<file path="src/imm_pkg.sv">
// ----------------------------------------------------------------------------
// imm_pkg
// Shared types and constants of the integer matrix multiply unit: item
// structs, request codes, controller states and the controller/datapath link.
// ----------------------------------------------------------------------------
package imm_pkg;

    localparam int DIM_DEFAULT = 64;
    localparam int INNER_W     = 7;
    localparam logic [INNER_W-1:0] INNER_RESET = 7'd64;

    localparam logic [1:0] FUNC_WR_LEFT  = 2'd0;
    localparam logic [1:0] FUNC_WR_RIGHT = 2'd1;
    localparam logic [1:0] FUNC_COMPUTE  = 2'd2;

    typedef struct packed {
        logic [1:0]         func;
        logic [5:0]         row;
        logic [5:0]         col;
        logic signed [31:0] value;
    } t_in_item;

    typedef struct packed {
        logic signed [31:0] product_element;
        logic [5:0]         out_row;
        logic [5:0]         out_col;
    } t_out_item;

    typedef enum logic [1:0] {
        S_IDLE,
        S_ISSUE,
        S_DRAIN
    } t_state;

    typedef struct packed {
        logic wr_left;
        logic wr_right;
        logic start;
        logic issue;
        logic load_out;
    } t_dp_cmd;

    typedef struct packed {
        logic empty_job;
        logic last_issue;
        logic pipe_empty;
        logic out_free;
    } t_dp_status;

endpackage

</file>
<file path="src/imm_ctrl.sv">
// ----------------------------------------------------------------------------
// imm_ctrl
// Sequencer: decodes input beats, steps the datapath through the inner
// dimension of a compute item and hands the finished sum to the output.
// ----------------------------------------------------------------------------
module imm_ctrl (
    input  logic                i_clk,
    input  logic                i_rst_n,
    input  logic                i_in_valid,
    input  logic [1:0]          i_func,
    input  imm_pkg::t_dp_status i_status,
    output logic                o_in_stall,
    output imm_pkg::t_dp_cmd    o_cmd
);
    import imm_pkg::*;

    t_state r_state;
    t_state n_state;

    always_ff @(posedge i_clk) begin
        if (!i_rst_n) begin
            r_state <= S_IDLE;
        end else begin
            r_state <= n_state;
        end
    end

    always_comb begin
        n_state = r_state;
        unique case (r_state)
            S_IDLE: begin
                if (i_in_valid && i_func == FUNC_COMPUTE) begin
                    n_state = S_ISSUE;
                end
            end
            S_ISSUE: begin
                if (i_status.empty_job || i_status.last_issue) begin
                    n_state = S_DRAIN;
                end
            end
            S_DRAIN: begin
                if (i_status.pipe_empty && i_status.out_free) begin
                    n_state = S_IDLE;
                end
            end
            default: n_state = S_IDLE;
        endcase
    end

    always_comb begin
        o_cmd      = '0;
        o_in_stall = 1'b1;
        unique case (r_state)
            S_IDLE: begin
                o_in_stall = 1'b0;
                if (i_in_valid) begin
                    o_cmd.wr_left  = (i_func == FUNC_WR_LEFT);
                    o_cmd.wr_right = (i_func == FUNC_WR_RIGHT);
                    o_cmd.start    = (i_func == FUNC_COMPUTE);
                end
            end
            S_ISSUE: begin
                o_cmd.issue = !i_status.empty_job;
            end
            S_DRAIN: begin
                // hold the sum until the output register can take it
                o_cmd.load_out = i_status.pipe_empty && i_status.out_free;
            end
            default: o_cmd = '0;
        endcase
    end

endmodule

</file>
<file path="config.mk">
export PLATFORM = sky130hd
export DESIGN_NAME = imm_ctrl
export DESIGN_NICKNAME = d
export VERILOG_FILES = /design/src/imm_pkg.sv /design/src/imm_ctrl.sv
export SDC_FILE = /design/constraint.sdc
export NUM_CORES = 1
export LEC_CHECK = 0
export BUFFER_PORTS_ARGS = -buffer_cell sky130_fd_sc_hd__buf_2
export CAP_MARGIN = 20
export CORE_AREA = 5 5 42 44
export DETAILED_ROUTE_END_ITERATION = 16
export DIE_AREA = 0 0 47 49
export SLEW_MARGIN = 20
export SYNTH_ARGS = -nofsm -noshare
export SYNTH_HDL_FRONTEND = slang
export SYNTH_SLANG_ARGS = --single-unit
</file>
<file path="constraint.sdc">
create_clock -name i_clk -period 1.6 [get_ports i_clk]
set_input_delay 0.08 -clock i_clk [delete_from_list [all_inputs] [get_ports i_clk]]
set_output_delay 0.08 -clock i_clk [all_outputs]
set_load 0.01 [all_outputs]
</file>
==> impl_metrics.tcl, run 1 <==
set metrics [dict create \
    outcome "finished, final reports clean" \
    finalNetCount 47 \
    place.gp.congestion 0.601 \
    final_hold_viol_count 0 \
    synth_top_area_share_pct 25.4 \
    cts_tree "yes" \
    post_cts_resized 0 \
    p_per_area_mw_per_mm2 767 \
    worstPathArrival_ps 1110 \
    grt_pass1_vias 160 \
    clock_skew_ps 4.00 \
    hpwlAfterDp_um 371 \
    clock-sinks 2 \
    grt.total_usage_pct 5.06 \
    avgSynthCellArea_um2 8.30 \
    p_comb_share_pct 17.6 \
    grt_first_pass_wirelength_um 662 \
    start_util_pct 11.2 \
    grt-ovfl-total 0 \
    hold_class "primary input to register" \
    num_antenna_cells 0 \
    first_pass_iters 2 \
    dr.first_iter.drc_count 4 \
    clockRootBuffer "clkbuf_4" \
    die-area_mm2 0.00230 \
    setup_violations 0 \
    rows 14 \
    cp_max_fo 4 \
    cts_max_level 1 \
    io_buffers 14 \
    clock_latency_ps 230 \
    syn_nets 28 \
    postCtsSetupBuffers 0 \
    dieHeight_um 49 \
    fin_util_pct 19.3 \
    synth_area_leader_cell "dfxtp_1" \
    hold_buffers 0 \
    grt_start_max_net_pins 5 \
    p_clk_share_pct 56.6 \
    routed_wirelength_um 475 \
    p_sw_share_pct 25.9 \
    drv_cap 0 \
    max_slew.worst_pin.slew_ps 153 \
    seq_area_frac_synth_pct 25.4 \
    fin_crit_sh_pct 74.5 \
    ir_worst_vdd_uv 186 \
    antenna_found_initial 0 \
    rsz0062_at_grt "no" \
    ys_top_cells_by_area "dfxtp_1 (25%), nor3b_2 (16%), a21boi_2 (7.1%), and4b_1 (6.3%), o21ai_1 (6.3%)" \
    ys_seq_elements 2 \
    drtAntennaViolNets 0 \
    core_mm2 0.00140 \
    fmax_mhz 839 \
    internal-power_mw 0.154 \
    pin_count 15 \
    area_growth_pct 71.4 \
    vias 188 \
    cp_data_required_time_ps 1520 \
    finalPower_mw 0.207 \
    worstSetupStartpointType "register" \
    clk_pin_slew_ps 30 \
    tns_ps 0 \
    drc 0 \
    p_leak_nw 0.138 \
    syn_inst 19 \
    report.final.slew_viol_count 0 \
    switching_power_mw 0.0536 \
    syn_area_um2 158 \
    fp.dieW_um 47 \
    end_kind "output pin" \
    wl_per_cell_um 9.13 \
    synth_warnings 0 \
    drive_above_1_share_pct 63.9 \
    relSlewSlack_pct 89.8 \
    clockBufferDepth 2 \
    layout_min_cycle_time_ps 1190 \
    crit_type "register to output pin" \
    regMostFlops "r_state" \
    routed_via_density 3.62 \
    seqPwrFrac_pct 25.8 \
    synthDistinctLibCells 16 \
    cts_made_buffers 3 \
    largest_register_ff_count 2 \
    num-fill-cells 173 \
    largestRegisters "r_state (2)" \
]
[cells in the final DEF, fill, tap and decap left out, types with 2 or more instances in the layout]
cell type  instances
nor3b_2            2
buf_2             14
o21ai_1            2
dfxtp_1            2
clkbuf_4           3
[cell type report]
type / count / area [um2] / share of cell area, %
Tap cell: 16 / 20.0 / 7.41
Inverter: 1 / 3.75 / 1.39
Timing Repair Buffer: 14 / 70.1 / 25.9
Clock buffer: 3 / 22.5 / 8.33
Sequential cell: 2 / 40.0 / 14.8
Multi-Input combinational cell: 16 / 114 / 42.1
[power groups by stage]
stage	combinational, mW	clock, mW	sequential (mW)
after global routing	0.0411	0.133	0.0537
after CTS	0.0372	0.120	0.0535
final	0.0365	0.117	0.0535
after global placement	0.0368	0	0.0540
after floorplan	0.0173	0	0.0539
after detailed placement	0.0370	0	0.0542
[per-layer routing]
metal / vias to the layer above / share of wire, % / GRT usage, %
li1: 104 / - / -
met1: 62 / 45 / 5.47
met2: 18 / 24 / 3.17
met3: 4 / 22 / 3.32
met4: 0 / 8.8 / 11.1
met5: - / 0 / 0
[synth_stat cells]
cell type  count
dfxtp_1        2
a21boi_2       1
nor3_1         1
nand2_2        1
a21oi_1        1
nor2_1         1
inv_1          1
nor3b_2        2
nor2b_2        1
nor2_2         1
nand3b_1       1
nand2_1        1
nor2b_1        1
nand3_1        1
and4b_1        1
o21ai_1        2
[logic make-up (layout without fill, tap and decap cells)]
group	after synthesis	after routing	synth area share (%)
buffers and inverters	1	18	2.38
flip-flops	2	2	25.4
AO/OA/AOI/OAI	4	4	16.7
AND/OR/NAND/NOR	12	12	55.6
[final timing paths]
kind	from	end	slack (ps)	cells after the start
worst min-delay path	i_rst_n	r_state[0]$_SDFFE_PN0P_	110	3
worst min register to register	r_state[1]$_SDFFE_PN0P_	r_state[1]$_SDFFE_PN0P_	520	2
worst max register to register	r_state[0]$_SDFFE_PN0P_	r_state[1]$_SDFFE_PN0P_	770	3
worst max-delay path	r_state[1]$_SDFFE_PN0P_	o_cmd[3]	410	4
[critical path: stages, from the launching register on]
cell	delay, ps
dfxtp_1	330
nor2_2	140
nand2_2	100
nor3b_2	170
buf_2	140
[stage by stage]
step                cell area, um2  instances  setup WS (ps)  hold slack (ps)
floorplan                      158         19            711              193
global placement               248         49            653              350
detailed placement             248         49            633              351
CTS                            270         52            386              112
global route                   270         52            312              136
finish                         270         52            408              109
Note: power is estimated with default switching activity, not from simulation.
==> run 2: changes to the inputs <==
==> constraint.sdc (replaced) <==
create_clock -name i_clk -period 1.2 [get_ports i_clk]
set_input_delay 0.06 -clock i_clk [delete_from_list [all_inputs] [get_ports i_clk]]
set_output_delay 0.06 -clock i_clk [all_outputs]
set_load 0.01 [all_outputs]
==> run 2 against run 1 <==
Against the previous run:
- clock power up 27%
- critical path depth did not move
- global-route usage barely moved
- utilization grew 1.8 points
- worst hold slack got worse by 7.4 ps
- total power is 34% higher
- final cell count up 1.9%
- critical endpoint unchanged
- largest power group unchanged
==> impl_metrics.tcl, run 2 (synthesis gave the netlist of run 1 again) <==
set metrics [dict create \
    outcome "finished, final reports clean" \
    cts_tree "yes" \
    first_pass_iters 2 \
    clockRootBuffer "clkbuf_4" \
    start_util_pct 11.2 \
    dr.first_iter.drc_count 1 \
    drc 0 \
    clk_pin_slew_ps 30 \
    relSlewSlack_pct 90.8 \
    p_per_area_mw_per_mm2 943 \
    routed_wirelength_um 495 \
    layout_commonest_cell "buf_2" \
    clock_skew_ps 2.60 \
    worstSetupStartpointType "register" \
    core_mm2 0.00140 \
    area_growth_pct 87.3 \
    ir_worst_vdd_uv 308 \
    io_buffers 14 \
    final_hold_viol_count 0 \
    largest_register_ff_count 2 \
    hold_buffers 0 \
    grt_pass1_vias 177 \
    end_kind "output pin" \
    worstPathArrival_ps 1080 \
    tns_ps 0 \
    place_ws_ps 246 \
    grt.total_usage_pct 5.06 \
    largestRegisters "r_state (2)" \
    routed_via_density 3.75 \
    p_leak_nw 0.147 \
    fp.dieW_um 47 \
    rsz0062_at_grt "yes" \
    vias 199 \
    grt_start_max_net_pins 5 \
    instances_no_fill 53 \
    fin_ws_ps 58.3 \
    num_antenna_cells 0 \
    cts_made_buffers 3 \
    cp_max_fo 4 \
    drtAntennaViolNets 0 \
    dieHeight_um 49 \
    rows 14 \
    clock-sinks 2 \
    regMostFlops "r_state" \
    post-place-cells 49 \
    hold_class "primary input to register" \
    pin_count 15 \
    layout_common_cells "buf_2 (14), clkbuf_4 (3), nor3b_2 (2), o21ai_1 (2), dfxtp_2 (2)" \
    clock_latency_ps 220 \
    report.final.slew_viol_count 0 \
    cts_max_level 1 \
    setup_violations 0 \
    drv_cap 0 \
    cp_data_required_time_ps 1140 \
    finalNetCount 48 \
    fmax_mhz 876 \
    place.gp.congestion 0.597 \
    hpwlAfterDp_um 403 \
    max_slew.worst_pin.slew_ps 138 \
    finalPower_mw 0.278 \
    die-area_mm2 0.00230 \
    antenna_found_initial 0 \
    crit_type "register to output pin" \
    grt_first_pass_wirelength_um 738 \
    fin_crit_sh_pct 95.1 \
    grt-ovfl-total 0 \
    clockBufferDepth 2 \
    wl_per_cell_um 9.34 \
    layout_min_cycle_time_ps 1140 \
    drive_above_1_share_pct 73.0 \
]
==> run 2: cell count changes in the layout (fill, tap and decap cells not counted), sizes merged <==
cell  delta
buf      +1
==> run 2: final timing paths <==
kind,startpoint,endpoint,slack [ps],depth (start not counted)
max,r_state[1]$_SDFFE_PN0P_,o_cmd[3],60,4
min,i_rst_n,r_state[0]$_SDFFE_PN0P_,100,3
max reg2reg,r_state[0]$_SDFFE_PN0P_,r_state[1]$_SDFFE_PN0P_,400,3
min reg2reg,r_state[1]$_SDFFE_PN0P_,r_state[1]$_SDFFE_PN0P_,510,2
==> run 2: final cells by class <==
class	count	area, um2
Clock buffer	3	22.5
Multi-Input combinational cell	16	129
Sequential cell	2	42.5
Tap cell	16	20.0
Fill cell	167	1110
Timing Repair Buffer	15	77.6
Inverter	1	3.75
==> run 2: stage by stage <==
| stage | instance area [um2] | util, % | hold slack (ps) |
|---|---|---|---|
| after floorplan | 158 | - | 153 |
| after global placement | 248 | 17.7 | 328 |
| after detailed placement | 248 | 17.7 | 337 |
| after CTS | 270 | 19.3 | 99.3 |
| after global routing | 295 | 21.1 | 111 |
| final | 295 | 21.1 | 101 |
==> run 2: what timing repair did <==
action	4_1_cts	5_1_grt
pin swaps	1	3
gates resized for setup	0	5
gates cloned	0	0
buffers inserted	0	1
endpoints found under the setup margin	1	3
==> run 2: power by group <==
part           switching, mW  leakage (nW)  internal [mW]
sequential           0.00300        0.0172         0.0696
clock                 0.0387        0.0138          0.110
combinational         0.0276         0.117         0.0292
total                 0.0692         0.147          0.209
==> run 2: metal layers <==
layer / vias to the layer above / part of all wire, % / GRT usage (%)
li1: 103 / - / -
met1: 78 / 44 / 5.66
met2: 16 / 30 / 3.62
met3: 2 / 23 / 5.54
met4: 0 / 2.8 / 6.91
met5: - / 0 / 0
==> run 2: worst max-delay path, stage by stage (launching register included) <==
cell and delay, ps:
dfxtp_2 340, nor2_4 130, nand2_4 80, nor3b_2 170
buf_2 150
==> run 3: changes to the inputs <==
--- a/config.mk
+++ b/config.mk
@@ -5,6 +5,7 @@
 export SDC_FILE = /design/constraint.sdc
 export NUM_CORES = 1
 export LEC_CHECK = 0
+export ABC_AREA = 1
 export BUFFER_PORTS_ARGS = -buffer_cell sky130_fd_sc_hd__buf_2
 export CAP_MARGIN = 20
 export CORE_AREA = 5 5 42 44
==> run 3 against run 2 <==
Against the previous run:
- routed wire length unchanged
- die area stayed put
- synthesized area is 0.79% higher
- worst hold slack got worse by 28 ps
- utilization decreased by 1.3 points
- highest routed layer unchanged
==> impl_metrics.tcl, run 3 <==
set metrics [dict create \
    io_buffers 14 \
    rr_worst_depth 5 \
    p_leak_nw 0.157 \
    synth_common_cells "nand2_1 (6), nor2_1 (5), inv_1 (3), nor3_1 (3)" \
    routed_wirelength_um 495 \
    reg2reg_to "r_state[1]$_SDFFE_PN0P_" \
    post_cts_resized 0 \
    hold_buffers 0 \
    clk_pin_slew_ps 30 \
    cts_max_level 1 \
    synthDistinctLibCells 11 \
    clockBufferDepth 2 \
    ys_seq_elements 2 \
    grt_start_max_net_pins 5 \
    die-area_mm2 0.00230 \
    seqCellArea_um2 40.0 \
    regMostFlops "r_state" \
    seq_area_frac_synth_pct 25.2 \
    slowest_delay_ps 330 \
    final_hold_viol_count 0 \
    clock-sinks 2 \
    fin_ws_ps 92.5 \
    num-fill-cells 179 \
    rrSetupSlack_ps 400 \
    cp_max_fo 4 \
    largest_register_ff_count 2 \
    wl_per_cell_um 8.39 \
    synth_warnings 0 \
    dieHeight_um 49 \
    worstHoldEndpoint "r_state[0]$_SDFFE_PN0P_" \
    syn_area_um2 159 \
    area_growth_pct 74.0 \
    crit_slowest_cell "dfxtp_1" \
    worstSetupStartpointType "register" \
    relSlewSlack_pct 86.9 \
    synth_area_leader_cell "dfxtp_1" \
    syn_nets 35 \
    place_ws_ps 318 \
    drtAntennaViolNets 0 \
    cp_data_required_time_ps 1140 \
    hold_class "primary input to register" \
    grt_first_pass_wirelength_um 765 \
    multi_input_area_um2 105 \
    hpwlAfterDp_um 425 \
    core_mm2 0.00140 \
    worstPathArrival_ps 1050 \
    setup_violations 0 \
    pin_count 15 \
    cts_tree "yes" \
    outcome "finished, final reports clean" \
    grt.total_usage_pct 5.06 \
    rsz0062_at_grt "no" \
    postCtsSetupBuffers 0 \
    p_per_area_mw_per_mm2 980 \
    avgSynthCellArea_um2 6.11 \
    synth_edf_count 0 \
    largestRegisters "r_state (2)" \
    max_slew.worst_pin.slew_ps 196 \
    ys_dominant_reg_cell "dfxtp_1" \
    drc 0 \
    synth_most_common_cell "nand2_1" \
    first_pass_iters 1 \
    grt-ovfl-total 0 \
    antenna_found_initial 0 \
    path_cells "inv_2, nand2_1, nor4_2, buf_2" \
    end_kind "output pin" \
    syn_inst 26 \
    clock_latency_ps 220 \
    synth_top_area_share_pct 25.2 \
    holdPathStages 3 \
    routed_via_density 3.56 \
    grt_pass1_vias 228 \
    worstHoldStart "i_rst_n" \
    layout_commonest_cell "buf_2" \
    fmax_mhz 903 \
    ir_worst_vdd_uv 174 \
    startpoint "r_state[0]$_SDFFE_PN0P_" \
    drive_above_1_share_pct 55.8 \
    fin_crit_sh_pct 92.3 \
    crit_buf_inv 2 \
    rows 14 \
    start_util_pct 11.3 \
    ys_top_cells_by_area "dfxtp_1 (25%), nand2_1 (14%), nor2_1 (12%), nor3_1 (9.4%), nor4_2 (7.9%)" \
    dpl_cell_area_um2 249 \
    cp_top_family "flip-flops" \
    dr.first_iter.drc_count 0 \
    layout_min_cycle_time_ps 1110 \
    layout_common_cells "buf_2 (14), nand2_1 (6), nor2_1 (5)" \
    fin_util_pct 19.7 \
    reg2reg_from "r_state[0]$_SDFFE_PN0P_" \
    fin_area_um2 277 \
    crit_type "register to output pin" \
    report.final.slew_viol_count 0 \
    vias 210 \
    finalNetCount 54 \
    drv_cap 0 \
    tns_ps 0 \
    clock_skew_ps 0.341 \
    fp.dieW_um 47 \
    place.gp.congestion 0.634 \
    clockRootBuffer "clkbuf_4" \
    cts_made_buffers 3 \
    num_antenna_cells 0 \
    ys_async_sr_fraction_pct 0 \
    finalPower_mw 0.271 \
]
run 3: cell count changes in the layout (fill, tap and decap cells not counted), sizes merged, moves of 2 or more:
cell and delta:
nor3b -2, nand2 +5, nor2b -2, o21ai -2, nor2 +4, nor3 +2, inv +4
run 3: final cells by class:
type / count / share of cell area (%)
well taps: 16 / 7.24
repair buffers: 14 / 25.3
multi-input cells: 19 / 38.0
flip-flops and latches: 2 / 14.5
clock buffers: 3 / 8.14
inverters: 5 / 6.79
run 3: worst max path at each step:
stage	endpoint	slack [ps]	cells after the start
2_1_floorplan	o_cmd[3]	330	3
3_3_place_gp	o_cmd[3]	300	4
3_5_place_dp	o_cmd[3]	320	4
4_1_cts	o_cmd[3]	60	4
5_1_grt	o_cmd[4]	4	4
6_report	o_cmd[4]	90	4
run 3: cells by family (layout without fill, tap and decap cells):
family | count (synthesis) | count (layout) | share of synthesized area (%)
buffers and inverters | 5 | 22 | 11.8
flip-flops | 2 | 2 | 25.2
AO/OA/AOI/OAI | 2 | 2 | 8.66
AND/OR/NAND/NOR | 17 | 17 | 54.3
run 3: metal layers:
layer,part of all wire [%],track usage [%],routed length (um)
met1,34,3.94,170
met2,51,7.01,250
met3,13,2.95,66
met4,1.6,6.91,8
met5,0,0,0
run 3: worst register-to-register path, delay by kind of cell (launching register included):
kind	cells	cell delay [ps]
flip-flops	1	370
buffers and inverters	1	80
AND/OR/NAND/NOR	4	250
run 3: metrics by stage:
stage,instances,hold slack [ps]
final,59,73.8
after global routing,59,92.2
after CTS,59,64.3
after detailed placement,56,305
after global placement,56,300
after floorplan,26,154
run 3: where the power goes:
group | total, mW | internal (mW) | switching (mW)
clock network | 0.148 | 0.110 | 0.0379
logic | 0.0507 | 0.0230 | 0.0277
registers | 0.0722 | 0.0693 | 0.00291
total | 0.271 | 0.203 | 0.0685
